## src/rtl/assert_macros.svh

```systemverilog
// ----------------------------------------------------------------------------
// assert_macros
// shared assertion macros for the lcd sequencer rtl
// ----------------------------------------------------------------------------
`ifndef ASSERT_MACROS_SVH
`define ASSERT_MACROS_SVH

// clocked assertion with asynchronous active-low reset
`define ASSERT_CLK(lbl, clk, rst_n, prop, msg) \
	lbl: assert property (@(posedge clk) disable iff (!rst_n) (prop)) else $error(msg);

// implication form
`define ASSERT_IMPL(lbl, clk, rst_n, ante, cons, msg) \
	lbl: assert property (@(posedge clk) disable iff (!rst_n) (ante) |-> (cons)) else $error(msg);

`endif

```

## src/rtl/clcd_pkg.sv

```systemverilog
`timescale 1ns / 1ps
// ----------------------------------------------------------------------------
// clcd_pkg
// shared types, constants and init tables of the character lcd sequencer
// ----------------------------------------------------------------------------
package clcd_pkg;

	localparam int Rows       = 2;
	localparam int Columns    = 16;
	localparam int InitSteps  = 10;
	localparam int NibSteps   = 4;
	localparam int QueueDepth = 2;
	localparam int QueuePtrW  = $clog2(QueueDepth);
	localparam int QueueCntW  = $clog2(QueueDepth + 1);

	localparam logic [3:0] CountdownReset = 4'd15;

	// commands
	localparam logic [1:0] CmdTick   = 2'd0;
	localparam logic [1:0] CmdData   = 2'd1;
	localparam logic [1:0] CmdInstr  = 2'd2;
	localparam logic [1:0] CmdCursor = 2'd3;

	// status codes
	localparam logic [1:0] StatFrame    = 2'd0;
	localparam logic [1:0] StatRange    = 2'd1;
	localparam logic [1:0] StatNotReady = 2'd2;

	// job kinds between front and back
	localparam logic [1:0] KindSingle = 2'd0;
	localparam logic [1:0] KindNibble = 2'd1;
	localparam logic [1:0] KindByte   = 2'd2;

	localparam logic [2:0] PhaseLast = 3'd5;
	localparam logic [2:0] PhaseNibLast = 3'd2;

	typedef struct packed {
		logic [1:0] command;
		logic [7:0] value;
		logic [1:0] row;
		logic [5:0] column;
	} in_item_t;

	typedef struct packed {
		logic [7:0] link_byte;
		logic       last;
		logic [1:0] status;
		logic       ready_res;
	} out_item_t;

	typedef struct packed {
		logic [1:0] kind;
		logic [7:0] data;
		logic       rs;
		logic [1:0] status;
		logic       ready;
	} job_t;

	function automatic logic [7:0] seq_entry(input logic [3:0] step, input logic vis,
			input logic blink);
		logic [7:0] e;
		case (step) inside
			4'd0, 4'd1, 4'd2: e = 8'h30;
			4'd3: e = 8'h20;
			4'd4: e = 8'h28;
			4'd5: e = 8'h08;
			4'd6: e = 8'h01;
			4'd7: e = 8'h06;
			4'd8: e = {6'b000011, vis, blink};
			default: e = 8'h02;
		endcase
		return e;
	endfunction

	function automatic logic [3:0] seq_delay(input logic [3:0] step);
		logic [3:0] d;
		case (step) inside
			4'd0: d = 4'd5;
			4'd6, 4'd9: d = 4'd2;
			default: d = 4'd1;
		endcase
		return d;
	endfunction

endpackage

```

## src/rtl/clcd_front.sv

```systemverilog
`timescale 1ns / 1ps
// ----------------------------------------------------------------------------
// clcd_front
// accepts items, runs the power-on countdown and classifies requests into jobs
// ----------------------------------------------------------------------------
`include "assert_macros.svh"

module clcd_front (
	input  logic                clk,
	input  logic                arst_n,
	input  logic                accept,
	input  clcd_pkg::in_item_t  in_item,
	input  logic                cfg_we,
	input  logic                cfg_index,
	input  logic                cfg_data,
	output logic                push,
	output clcd_pkg::job_t      push_job
);

	logic [3:0] init_step_q;
	logic [3:0] countdown_q;
	logic       ready_flag_q;
	logic       cursor_visible_q;
	logic       cursor_blink_q;

	logic [3:0] init_step_d;
	logic [3:0] countdown_d;
	logic       ready_flag_d;
	logic       out_of_range;
	logic [6:0] cursor_addr;

	always_ff @(posedge clk or negedge arst_n) begin
		if (!arst_n) begin
			cursor_visible_q <= 1'b0;
			cursor_blink_q   <= 1'b0;
		end else if (cfg_we) begin
			if (cfg_index == 1'b0) begin
				cursor_visible_q <= cfg_data;
			end else begin
				cursor_blink_q <= cfg_data;
			end
		end
	end

	assign out_of_range = ({1'b0, in_item.row} >= 3'(clcd_pkg::Rows))
		|| (in_item.column >= 6'(clcd_pkg::Columns));
	assign cursor_addr = 7'({in_item.row, 6'b0}) + {1'b0, in_item.column};

	always_comb begin
		init_step_d     = init_step_q;
		countdown_d     = countdown_q;
		ready_flag_d    = ready_flag_q;
		push            = 1'b0;
		push_job.kind   = clcd_pkg::KindSingle;
		push_job.data   = 8'h00;
		push_job.rs     = 1'b0;
		push_job.status = clcd_pkg::StatFrame;
		push_job.ready  = ready_flag_q;
		if (accept) begin
			unique case (in_item.command) inside
				clcd_pkg::CmdTick: begin
					if (!ready_flag_q) begin
						if (countdown_q > 4'd1) begin
							countdown_d = countdown_q - 4'd1;
						end else if (init_step_q >= 4'(clcd_pkg::InitSteps)) begin
							ready_flag_d = 1'b1;
							countdown_d  = 4'd0;
						end else begin
							push          = 1'b1;
							push_job.data = clcd_pkg::seq_entry(init_step_q,
								cursor_visible_q, cursor_blink_q);
							push_job.kind = (init_step_q < 4'(clcd_pkg::NibSteps))
								? clcd_pkg::KindNibble : clcd_pkg::KindByte;
							countdown_d   = clcd_pkg::seq_delay(init_step_q);
							init_step_d   = init_step_q + 4'd1;
						end
					end
				end
				clcd_pkg::CmdData, clcd_pkg::CmdInstr: begin
					push = 1'b1;
					if (!ready_flag_q) begin
						push_job.status = clcd_pkg::StatNotReady;
					end else begin
						push_job.kind = clcd_pkg::KindByte;
						push_job.data = in_item.value;
						push_job.rs   = (in_item.command == clcd_pkg::CmdData);
					end
				end
				clcd_pkg::CmdCursor: begin
					push = 1'b1;
					if (!ready_flag_q) begin
						push_job.status = clcd_pkg::StatNotReady;
					end else if (out_of_range) begin
						push_job.status = clcd_pkg::StatRange;
					end else begin
						push_job.kind = clcd_pkg::KindByte;
						push_job.data = {1'b1, cursor_addr};
					end
				end
				default: begin
				end
			endcase
		end
	end

	always_ff @(posedge clk or negedge arst_n) begin
		if (!arst_n) begin
			init_step_q  <= 4'd0;
			countdown_q  <= clcd_pkg::CountdownReset;
			ready_flag_q <= 1'b0;
		end else begin
			init_step_q  <= init_step_d;
			countdown_q  <= countdown_d;
			ready_flag_q <= ready_flag_d;
		end
	end

	`ASSERT_IMPL(a_ready_after_seq, clk, arst_n, ready_flag_q,
		init_step_q == 4'(clcd_pkg::InitSteps), "ready before init sequence finished")
	`ASSERT_IMPL(a_step_bound, clk, arst_n, 1'b1,
		init_step_q <= 4'(clcd_pkg::InitSteps), "init step past end of sequence")

endmodule

```

## src/rtl/clcd_queue.sv

```systemverilog
`timescale 1ns / 1ps
// ----------------------------------------------------------------------------
// clcd_queue
// short job queue between the front and the back
// ----------------------------------------------------------------------------
`include "assert_macros.svh"

module clcd_queue (
	input  logic           clk,
	input  logic           arst_n,
	input  logic           push,
	input  clcd_pkg::job_t push_job,
	input  logic           pop,
	output logic           full,
	output logic           not_empty,
	output clcd_pkg::job_t head
);

	clcd_pkg::job_t                   mem_q [clcd_pkg::QueueDepth];
	logic [clcd_pkg::QueuePtrW-1:0]   wr_ptr_q;
	logic [clcd_pkg::QueuePtrW-1:0]   rd_ptr_q;
	logic [clcd_pkg::QueueCntW-1:0]   count_q;
	logic                             do_push;
	logic                             do_pop;

	assign full      = (count_q == clcd_pkg::QueueCntW'(clcd_pkg::QueueDepth));
	assign not_empty = (count_q != '0);
	assign head      = mem_q[rd_ptr_q];
	assign do_push   = push && !full;
	assign do_pop    = pop && not_empty;

	always_ff @(posedge clk) begin
		if (do_push) begin
			mem_q[wr_ptr_q] <= push_job;
		end
	end

	always_ff @(posedge clk or negedge arst_n) begin
		if (!arst_n) begin
			wr_ptr_q <= '0;
			rd_ptr_q <= '0;
			count_q  <= '0;
		end else begin
			if (do_push) begin
				wr_ptr_q <= (wr_ptr_q == clcd_pkg::QueuePtrW'(clcd_pkg::QueueDepth - 1))
					? '0 : wr_ptr_q + 1'b1;
			end
			if (do_pop) begin
				rd_ptr_q <= (rd_ptr_q == clcd_pkg::QueuePtrW'(clcd_pkg::QueueDepth - 1))
					? '0 : rd_ptr_q + 1'b1;
			end
			if (do_push && !do_pop) begin
				count_q <= count_q + 1'b1;
			end else if (do_pop && !do_push) begin
				count_q <= count_q - 1'b1;
			end
		end
	end

	`ASSERT_CLK(a_count_bound, clk, arst_n,
		count_q <= clcd_pkg::QueueCntW'(clcd_pkg::QueueDepth), "queue count overflow")

endmodule

```

## src/rtl/clcd_back.sv

```systemverilog
`timescale 1ns / 1ps
// ----------------------------------------------------------------------------
// clcd_back
// expands one job into link bytes, one per cycle, held until taken
// ----------------------------------------------------------------------------
`include "assert_macros.svh"

module clcd_back (
	input  logic                clk,
	input  logic                arst_n,
	input  logic                job_avail,
	input  clcd_pkg::job_t      head,
	output logic                pop,
	output logic                out_valid,
	input  logic                out_ready,
	output clcd_pkg::out_item_t out_item
);

	clcd_pkg::job_t job_q;
	logic           job_valid_q;
	logic [2:0]     phase_q;
	logic           is_last;
	logic           advance;
	logic [3:0]     nibble;
	logic           enable;

	assign is_last = (job_q.kind == clcd_pkg::KindSingle)
		|| (job_q.kind == clcd_pkg::KindNibble && phase_q == clcd_pkg::PhaseNibLast)
		|| (phase_q == clcd_pkg::PhaseLast);
	assign advance = job_valid_q && out_ready;
	assign pop     = !job_valid_q || (advance && is_last);

	assign nibble = (phase_q < 3'd3) ? job_q.data[7:4] : job_q.data[3:0];
	assign enable = (phase_q == 3'd1) || (phase_q == 3'd4);

	always_comb begin
		out_item.last      = is_last;
		out_item.status    = job_q.status;
		out_item.ready_res = job_q.ready;
		if (job_q.kind == clcd_pkg::KindSingle) begin
			out_item.link_byte = 8'h00;
		end else begin
			out_item.link_byte = {nibble, 2'b00, enable, job_q.rs};
		end
	end

	assign out_valid = job_valid_q;

	always_ff @(posedge clk) begin
		if (pop && job_avail) begin
			job_q <= head;
		end
	end

	always_ff @(posedge clk or negedge arst_n) begin
		if (!arst_n) begin
			job_valid_q <= 1'b0;
			phase_q     <= 3'd0;
		end else if (pop) begin
			job_valid_q <= job_avail;
			phase_q     <= 3'd0;
		end else if (advance) begin
			phase_q <= phase_q + 3'd1;
		end
	end

	`ASSERT_IMPL(a_idle_phase, clk, arst_n, !job_valid_q, phase_q == 3'd0,
		"phase moved without a job")
	`ASSERT_IMPL(a_phase_kind, clk, arst_n, job_valid_q && phase_q > clcd_pkg::PhaseNibLast,
		job_q.kind == clcd_pkg::KindByte, "full-byte phase on a short job")

endmodule

```

## src/rtl/char_lcd_nibble_frame_init_sequencer.sv

```systemverilog
`timescale 1ns / 1ps
// ----------------------------------------------------------------------------
// char_lcd_nibble_frame_init_sequencer
// 4-bit character lcd sequencer producing a shift-register byte stream
// ----------------------------------------------------------------------------
// Every lcd byte leaves as six link bytes (high nibble with E low, high, low,
// then the low nibble), one per cycle from the back end while out_ready is
// high, so a data, instruction or cursor item gives six link bytes, an early
// power-on entry three and a status result one. The front end takes one item
// per cycle while the queue is not full and handles ticks that produce nothing
// on its own; a two-entry job queue lets it run ahead of the output while a
// link byte waits to be taken. After reset, ticks drive the ten-entry
// power-on sequence; requests before it completes return status 2.

module char_lcd_nibble_frame_init_sequencer (
	input  logic                clk,
	input  logic                arst_n,
	input  logic                in_valid,
	output logic                in_ready,
	input  clcd_pkg::in_item_t  in_item,
	output logic                out_valid,
	input  logic                out_ready,
	output clcd_pkg::out_item_t out_item,
	input  logic                cfg_we,
	input  logic                cfg_index,
	input  logic                cfg_data
);

	logic           full;
	logic           not_empty;
	logic           push;
	logic           pop;
	clcd_pkg::job_t push_job;
	clcd_pkg::job_t head;

	assign in_ready = !full;

	clcd_front u_front (
		.clk       (clk),
		.arst_n    (arst_n),
		.accept    (in_valid && in_ready),
		.in_item   (in_item),
		.cfg_we    (cfg_we),
		.cfg_index (cfg_index),
		.cfg_data  (cfg_data),
		.push      (push),
		.push_job  (push_job)
	);

	clcd_queue u_queue (
		.clk       (clk),
		.arst_n    (arst_n),
		.push      (push),
		.push_job  (push_job),
		.pop       (pop),
		.full      (full),
		.not_empty (not_empty),
		.head      (head)
	);

	clcd_back u_back (
		.clk       (clk),
		.arst_n    (arst_n),
		.job_avail (not_empty),
		.head      (head),
		.pop       (pop),
		.out_valid (out_valid),
		.out_ready (out_ready),
		.out_item  (out_item)
	);

endmodule

```

## config.mk

```make
export PLATFORM = sky130hd
export DESIGN_NAME = char_lcd_nibble_frame_init_sequencer
export DESIGN_NICKNAME = d
export VERILOG_FILES = /design/src/rtl/clcd_pkg.sv /design/src/rtl/clcd_front.sv /design/src/rtl/clcd_queue.sv /design/src/rtl/clcd_back.sv /design/src/rtl/char_lcd_nibble_frame_init_sequencer.sv
export VERILOG_INCLUDE_DIRS = /design/src /design/src/rtl
export SDC_FILE = /design/constraint.sdc
export NUM_CORES = 1
export LEC_CHECK = 0
export ABC_AREA = 1
export BUFFER_PORTS_ARGS = -buffer_cell sky130_fd_sc_hd__buf_2
export CAP_MARGIN = 30
export CORE_MARGIN = 10
export CORE_UTILIZATION = 40
export CTS_BUF_LIST = sky130_fd_sc_hd__clkbuf_16
export CTS_CLUSTER_SIZE = 28
export DETAILED_ROUTE_END_ITERATION = 7
export PLACE_DENSITY = 0.61
export SETUP_SLACK_MARGIN = 0.1
export SLEW_MARGIN = 40
export SYNTH_ARGS = -nofsm -noshare
export SYNTH_HDL_FRONTEND = slang
export SYNTH_SLANG_ARGS = --single-unit
```

## constraint.sdc

```tcl
create_clock -name clk -period 3 [get_ports clk]
set_input_delay 0.3 -clock clk [delete_from_list [all_inputs] [get_ports clk]]
set_output_delay 0.3 -clock clk [all_outputs]
set_load 0.1 [all_outputs]
```

==> impl_metrics.env, run 1 <==
export IMPL_status="completed"
export IMPL_ys_ff_latch=61
export IMPL_dp_hpwl_mm=4.433
export IMPL_cts_tree="done"
export IMPL_multiInputGateArea_mm2=0.001150
export IMPL_period_share_pct=82.32
export IMPL_min_delay_path_class="in2reg"
export IMPL_wl_met1_mm=2.579
export IMPL_ys_top_cells_by_area="edfxtp_1, dfrtp_1, nand2_1, ha_1, inv_1"
export IMPL_critPathKind="reg2reg"
export IMPL_setup_viol=0
export IMPL_ys_types=33
export IMPL_num_rows=32
export IMPL_avgSynthCellArea_um2=9.740
export IMPL_p_seq_share_pct=33.6
export IMPL_htree_levels=3
export IMPL_clock_sinks=61
export IMPL_routed_wirelength_mm=5.850
export IMPL_ff2ff_path_depth=10
export IMPL_initial_core_util_pct=40.76
export IMPL_yosysWarnings=0
export IMPL_die_w_um=108.3
export IMPL_die_area_mm2=0.01172
export IMPL_post_drt_wl_per_cell_um=12.58
export IMPL_path_cells="inv_1 -> ha_1 -> o21ai_4 -> nor2_4 -> nand2_2 -> nand2_1 -> ha_1 -> a21oi_1 -> o21ai_0 -> xor2_1"
export IMPL_met2WireLength_mm=2.877
export IMPL_pin_count=39
export IMPL_end_kind="flop"
export IMPL_power_switching_mw=1.747
export IMPL_power_density_mw_per_mm2=1055
export IMPL_critPathTopFamily="adder cells"
export IMPL_clkPwrFrac_pct=26.2
export IMPL_fin_crit_ns=2.470
export IMPL_coreArea_mm2=0.007647
export IMPL_grt_pass1_wl_mm=9.639
export IMPL_overflow=0
export IMPL_cp_buffers_inverters=1
export IMPL_max_freq_ghz=0.4049
export IMPL_ff_latch_area_mm2=0.001742
export IMPL_gp_congestion=0.7794
export IMPL_tns_ns=0
export IMPL_setup_worst_path_start="u_front.countdown_q[0]$_DFFE_PN1P_"
export IMPL_intPower_mw=2.112
export IMPL_netlist_area_leader_share_pct=40.47
export IMPL_clock_root_buffer="clkbuf_16"
export IMPL_tightest_slew_ns=0.5463
export IMPL_combinationalPowerShare_pct=40.2
export IMPL_cpMaxStageDelayCell="dfstp_2"
export IMPL_cts_made_buffers=9
export IMPL_grt_pass1_vias=2106
export IMPL_crit_end="u_queue.count_q[1]$_DFFE_PN0P_"
export IMPL_area_growth_pct=17.38
export IMPL_hold_viol_final=0
export IMPL_layout_drive_gt1_share_pct=20.39
export IMPL_cp_data_required_time_ns=3.19
export IMPL_final_common_cell="nand2_1"
export IMPL_slowest_delay_ns=0.55
export IMPL_route_detailed_drc=0
export IMPL_ff2ff_setup_slack_ns=0.53
export IMPL_regToRegStartpoint="u_front.countdown_q[0]$_DFFE_PN1P_"
export IMPL_clk_path_buf_depth=2
export IMPL_synth_cells=320
export IMPL_final_cell_mix="nand2_1, edfxtp_1, inv_1, buf_2, nand3_1"
export IMPL_cp_data_arrival_time_ns=2.66
export IMPL_via_count=2163
export IMPL_grt_usage_pct=10.34
export IMPL_top_layer_used="met4"
export IMPL_cts_clk_slew_worst_paths_ns=0.05
export IMPL_rsz0062_at_grt="false"
export IMPL_dr_wl_met3_um=309
export IMPL_post_route_util_pct=47.84
export IMPL_synthesis_area_mm2=0.003117
export IMPL_yosysTopAreaCell="edfxtp_1"
export IMPL_max_vdd_ir_drop_uv=385.2
export IMPL_start_kind="flop"
export IMPL_grt_max_degree=20
export IMPL_maxCapViolCount=0
export IMPL_antenna_found_initial=0
export IMPL_relSlewSlack_pct=63.54
export IMPL_diodes=0
export IMPL_cp_depth=10
export IMPL_slew_violations=0
export IMPL_first_pass_iters=4
export IMPL_io_buffers=36
export IMPL_die_y_um=108.3
export IMPL_via_per_inst=4.652
export IMPL_crit_top_cell="ha_1"
export IMPL_leakage_nw=1.607
export IMPL_layout_nets=397
export IMPL_seq_area_frac_synth_pct=55.88
export IMPL_first_iter_violations=82
export IMPL_crit_fanout=11
export IMPL_cts_resized_gates=0
export IMPL_fin_skew_ns=0.007239
export IMPL_fillCellCount=705
export IMPL_postRouteAntennaNets=0
export IMPL_p_sw_share_pct=45.27
export IMPL_clkLatencyLatePin_ns=0.32
export IMPL_r2r_end="u_queue.count_q[1]$_DFFE_PN0P_"
-- metrics by stage --
stage | hold WS [ns] | cell area (um^2) | instances | worst slack [ns] | total power, mW
floorplan | 0.004409 | 3120 | 321 | 0.7061 | 2.636
global placement | 0.2775 | 3349 | 448 | 0.6261 | 2.856
detailed placement | 0.2809 | 3349 | 448 | 0.5233 | 2.879
CTS | 0.1646 | 3659 | 465 | 0.5114 | 3.904
global route | 0.1959 | 3659 | 465 | 0.3775 | 4.071
finish | 0.1769 | 3659 | 465 | 0.5305 | 3.859
-- sequential cells by signal (all words and copies together), names as in the netlist --
signal,count
u_back.job_q,11
u_front.init_step_q,4
u_queue.wr_ptr_q,1
u_front.ready_flag_q,1
u_back.out_valid,1
u_front.countdown_q,4
u_front.cursor_visible_q,1
u_back.out_item,3
u_front.cursor_blink_q,1
u_queue.count_q,2
u_queue.mem_q,28
u_queue.rd_ptr_q,1
u_back.phase_q,3
-- synthesized netlist by cell type --
cell type and number:
nor3_1 2, buf_4 7, a211oi_1 1, nand2_1 83, nor2_4 1, dfrtp_1 15, nor2_1 22, o31ai_1 2
clkbuf_1 3, nor2_2 3, xnor2_1 2, nand3_1 23, xor2_1 4, o21a_1 5, conb_1 1, inv_1 36
inv_2 1, a21oi_1 14, dfstp_2 4, nand4_1 3, clkinv_1 1, o211ai_1 2, a31oi_1 3, edfxtp_1 42
ha_1 14, nand3b_1 1, nand2_2 3, buf_6 2, o21ai_2 4, a21oi_4 1, o21ai_4 2, a21oi_2 2
o21ai_0 11
-- logic make-up after synthesis --
kind of cell / count (synthesis) / share of synthesized area [%]
XOR/XNOR: 6 / 1.686
other: 1 / 0.1203
AO/OA/AOI/OAI: 47 / 10.28
flip-flops: 61 / 55.88
buffers and inverters: 50 / 7.346
adder cells (fa/ha/maj): 14 / 5.620
AND/OR/NAND/NOR: 141 / 19.07
-- how the worst min path moves through the flow --
stage,startpoint,end,slack (ns),cells after the start
global route,cfg_index,u_front.cursor_blink_q$_DFFE_PN0P_,0.20,2
global placement,arst_n,u_front.init_step_q[2]$_DFFE_PN0P_,0.28,1
finish,cfg_index,u_front.cursor_blink_q$_DFFE_PN0P_,0.18,2
floorplan,arst_n,u_back.out_valid$_DFFE_PN0P_,0.004,0
detailed placement,arst_n,u_front.init_step_q[2]$_DFFE_PN0P_,0.28,1
CTS,cfg_index,u_front.cursor_blink_q$_DFFE_PN0P_,0.16,2
-- power groups by stage --
stage          Clock, mW  Combinational (mW)  Sequential, mW
2_1_floorplan          0                1.33            1.30
6_report            1.01                1.55            1.30
3_3_place_gp           0                1.55            1.31
3_5_place_dp           0                1.57            1.31
4_1_cts             1.04                1.57            1.30
5_1_grt             1.07                1.68            1.32
-- cell type report --
type / count / area share, %
clock buffers: 9 / 6.156
clock inverters: 7 / 2.018
inverters: 38 / 3.899
multi-input cells: 210 / 31.43
flip-flops and latches: 61 / 47.61
well taps: 102 / 3.488
repair buffers: 38 / 5.404
-- repair_timing --
action | CTS | global route
endpoints found under the hold margin | 15 | 0
endpoints found under the setup margin | 0 | 0
setup buffers | 0 | 0
hold buffers | 1 | 0
-- per-layer routing --
metal  vias up  GRT usage, %
li1       1134             -
met1       981         12.24
met2        42         16.77
met3         6         3.510
met4         0         4.520
met5         -             0
(Power assumes the default switching activity.)
==> run 2, diff against run 1 <==
--- a/config.mk
+++ b/config.mk
@@ -14,7 +14,7 @@
 export CTS_BUF_LIST = sky130_fd_sc_hd__clkbuf_16
 export CTS_CLUSTER_SIZE = 28
 export DETAILED_ROUTE_END_ITERATION = 7
-export PLACE_DENSITY = 0.61
+export PLACE_DENSITY = 0.63
 export SETUP_SLACK_MARGIN = 0.1
 export SLEW_MARGIN = 40
 export SYNTH_ARGS = -nofsm -noshare
==> constraint.sdc (replaced) <==
create_clock -name clk -period 2.25 [get_ports clk]
set_input_delay 0.225 -clock clk [delete_from_list [all_inputs] [get_ports clk]]
set_output_delay 0.225 -clock clk [all_outputs]
set_load 0.1 [all_outputs]
==> run 2 against run 1 <==
- total power is 39% higher
- worst setup slack worse by 0.34 ns
- largest cell class unchanged
- clock power is 46% higher
- critical path depth is 6 lower
- sequential share of layout area is 1.1 points lower
- sequential cell count stayed put
- largest power group unchanged
- die area stayed put
- final area is 2.4% higher
==> impl_metrics.env, run 2 (synthesis results as in run 1) <==
export IMPL_grt_pass1_vias=2056
export IMPL_grt_pass1_wl_mm=9.446
export IMPL_cp_data_required_time_ns=2.03
export IMPL_final_area_mm2=0.003746
export IMPL_cts_made_buffers=9
export IMPL_post_drt_wl_per_cell_um=12.36
export IMPL_placed_cell_area_mm2=0.003401
export IMPL_regToRegStartpoint="u_front.countdown_q[0]$_DFFE_PN1P_"
export IMPL_antenna_found_initial=0
export IMPL_setup_viol=0
export IMPL_ff2ff_path_depth=10
export IMPL_largest_register_ff_count=28
export IMPL_die_w_um=108.3
export IMPL_crit_end="out_item[8]"
export IMPL_grt_max_degree=20
export IMPL_dp_hpwl_mm=4.361
export IMPL_ff2ff_setup_slack_ns=0.19
export IMPL_pin_count=39
export IMPL_first_iter_violations=104
export IMPL_initial_core_util_pct=40.76
export IMPL_diodes=0
export IMPL_postRouteAntennaNets=0
export IMPL_layout_drive_gt1_share_pct=23.37
export IMPL_grt_usage_pct=10.34
export IMPL_regMostFlops="u_queue.mem_q"
export IMPL_final_common_cell="nand2_1"
export IMPL_via_per_inst=4.613
export IMPL_num_rows=32
export IMPL_max_freq_ghz=0.4846
export IMPL_tns_ns=0
export IMPL_critPathKind="reg2out"
export IMPL_power_density_mw_per_mm2=1429
export IMPL_die_y_um=108.3
export IMPL_maxCapViolCount=0
export IMPL_min_delay_path_class="in2reg"
export IMPL_via_count=2168
export IMPL_crit_fanout=5
export IMPL_gp_congestion=0.8497
export IMPL_area_growth_pct=20.19
export IMPL_cts_tree="done"
export IMPL_fin_crit_ns=2.064
export IMPL_hold_viol_final=0
export IMPL_slew_violations=0
export IMPL_max_vdd_ir_drop_uv=606.4
export IMPL_end_kind="primary output"
export IMPL_r2r_end="u_queue.count_q[1]$_DFFE_PN0P_"
export IMPL_fin_skew_ns=0.006882
export IMPL_final_cell_mix="nand2_1, edfxtp_1, inv_1"
export IMPL_routed_wirelength_mm=5.810
export IMPL_htree_levels=3
export IMPL_clock_root_buffer="clkbuf_16"
export IMPL_io_buffers=36
export IMPL_period_share_pct=91.72
export IMPL_route_detailed_drc=0
export IMPL_coreArea_mm2=0.007647
export IMPL_start_kind="flop"
export IMPL_status="completed"
export IMPL_clock_sinks=61
export IMPL_postCtsSetupBuffers=0
export IMPL_cts_clk_slew_worst_paths_ns=0.06
export IMPL_overflow=0
export IMPL_first_pass_iters=4
export IMPL_clk_path_buf_depth=2
export IMPL_rsz0062_at_grt="true"
export IMPL_clkLatencyLatePin_ns=0.33
export IMPL_layout_nets=402
export IMPL_cp_data_arrival_time_ns=1.84
export IMPL_whs_ns=0.1055
export IMPL_leakage_nw=1.640
export IMPL_die_area_mm2=0.01172
export IMPL_reg_top3="u_queue.mem_q: 28 flops, u_back.job_q: 11 flops"
export IMPL_post_route_util_pct=48.99
export IMPL_setup_worst_path_start="u_back.phase_q[0]$_DFFE_PN0P_"
-- run 2: cell count changes in the layout (fill, tap and decap cells not counted), sizes merged --
cell      change
clkbuf        +3
clkinv        -3
buf           +2
bufinv        +1
clkinvlp      +1
inv           +1
-- run 2: area by class of cell --
class | instances | area, um^2
inverters | 38 | 142.6
clock inverters | 7 | 97.59
clock buffers | 9 | 225.2
repair buffers | 43 | 242.7
multi-input cells | 210 | 1167
flip-flops and latches | 61 | 1743
well taps | 102 | 127.6
fillers | 716 | 3901
-- run 2: what timing repair did --
action,CTS,global route
endpoints found under the hold margin,15,0
resized for setup,0,4
hold buffers,1,0
endpoints found under the setup margin,0,4
-- run 2: metrics by stage --
step	worst slack, ns	power [mW]	std cells
final	0.1864	5.353	470
after detailed placement	0.1884	3.897	453
after CTS	0.1565	5.369	470
after global routing	0.09202	5.647	470
after global placement	0.2221	3.876	453
after floorplan	0.1958	3.553	321
-- run 2: how the worst min path moves through the flow --
stage / from / endpoint / slack [ns] / depth (start not counted)
floorplan: arst_n / u_back.out_valid$_DFFE_PN0P_ / -0.07 / 0
global placement: arst_n / u_queue.wr_ptr_q$_DFFE_PN0P_ / 0.21 / 1
detailed placement: arst_n / u_queue.wr_ptr_q$_DFFE_PN0P_ / 0.21 / 1
CTS: cfg_index / u_front.cursor_blink_q$_DFFE_PN0P_ / 0.10 / 2
global route: cfg_we / u_front.cursor_visible_q$_DFFE_PN0P_ / 0.12 / 2
finish: cfg_index / u_front.cursor_blink_q$_DFFE_PN0P_ / 0.11 / 2
-- run 2: power breakdown --
part / internal [mW] / total, mW / switching [mW] / leakage (nW)
logic: 0.441 / 2.16 / 1.72 / 0.890
clock network: 0.973 / 1.47 / 0.496 / 0.152
registers: 1.58 / 1.72 / 0.144 / 0.598
-- run 2: worst max-delay path, cell delays in order (launching register included) --
cell,delay [ns]
dfrtp_1,0.41
a21oi_1,0.41
o21ai_0,0.17
nor2_2,0.10
buf_2,0.43
-- run 2: per-layer routing --
layer / routed length (um) / vias to the layer above / part of all wire, % / GRT usage (%)
li1: - / 1139 / - / -
met1: 2454 / 982 / 42 / 11.54
met2: 2960 / 40 / 51 / 17.20
met3: 297 / 7 / 5.1 / 3.867
met4: 98 / 0 / 1.7 / 4.802
met5: 0 / - / 0 / 0
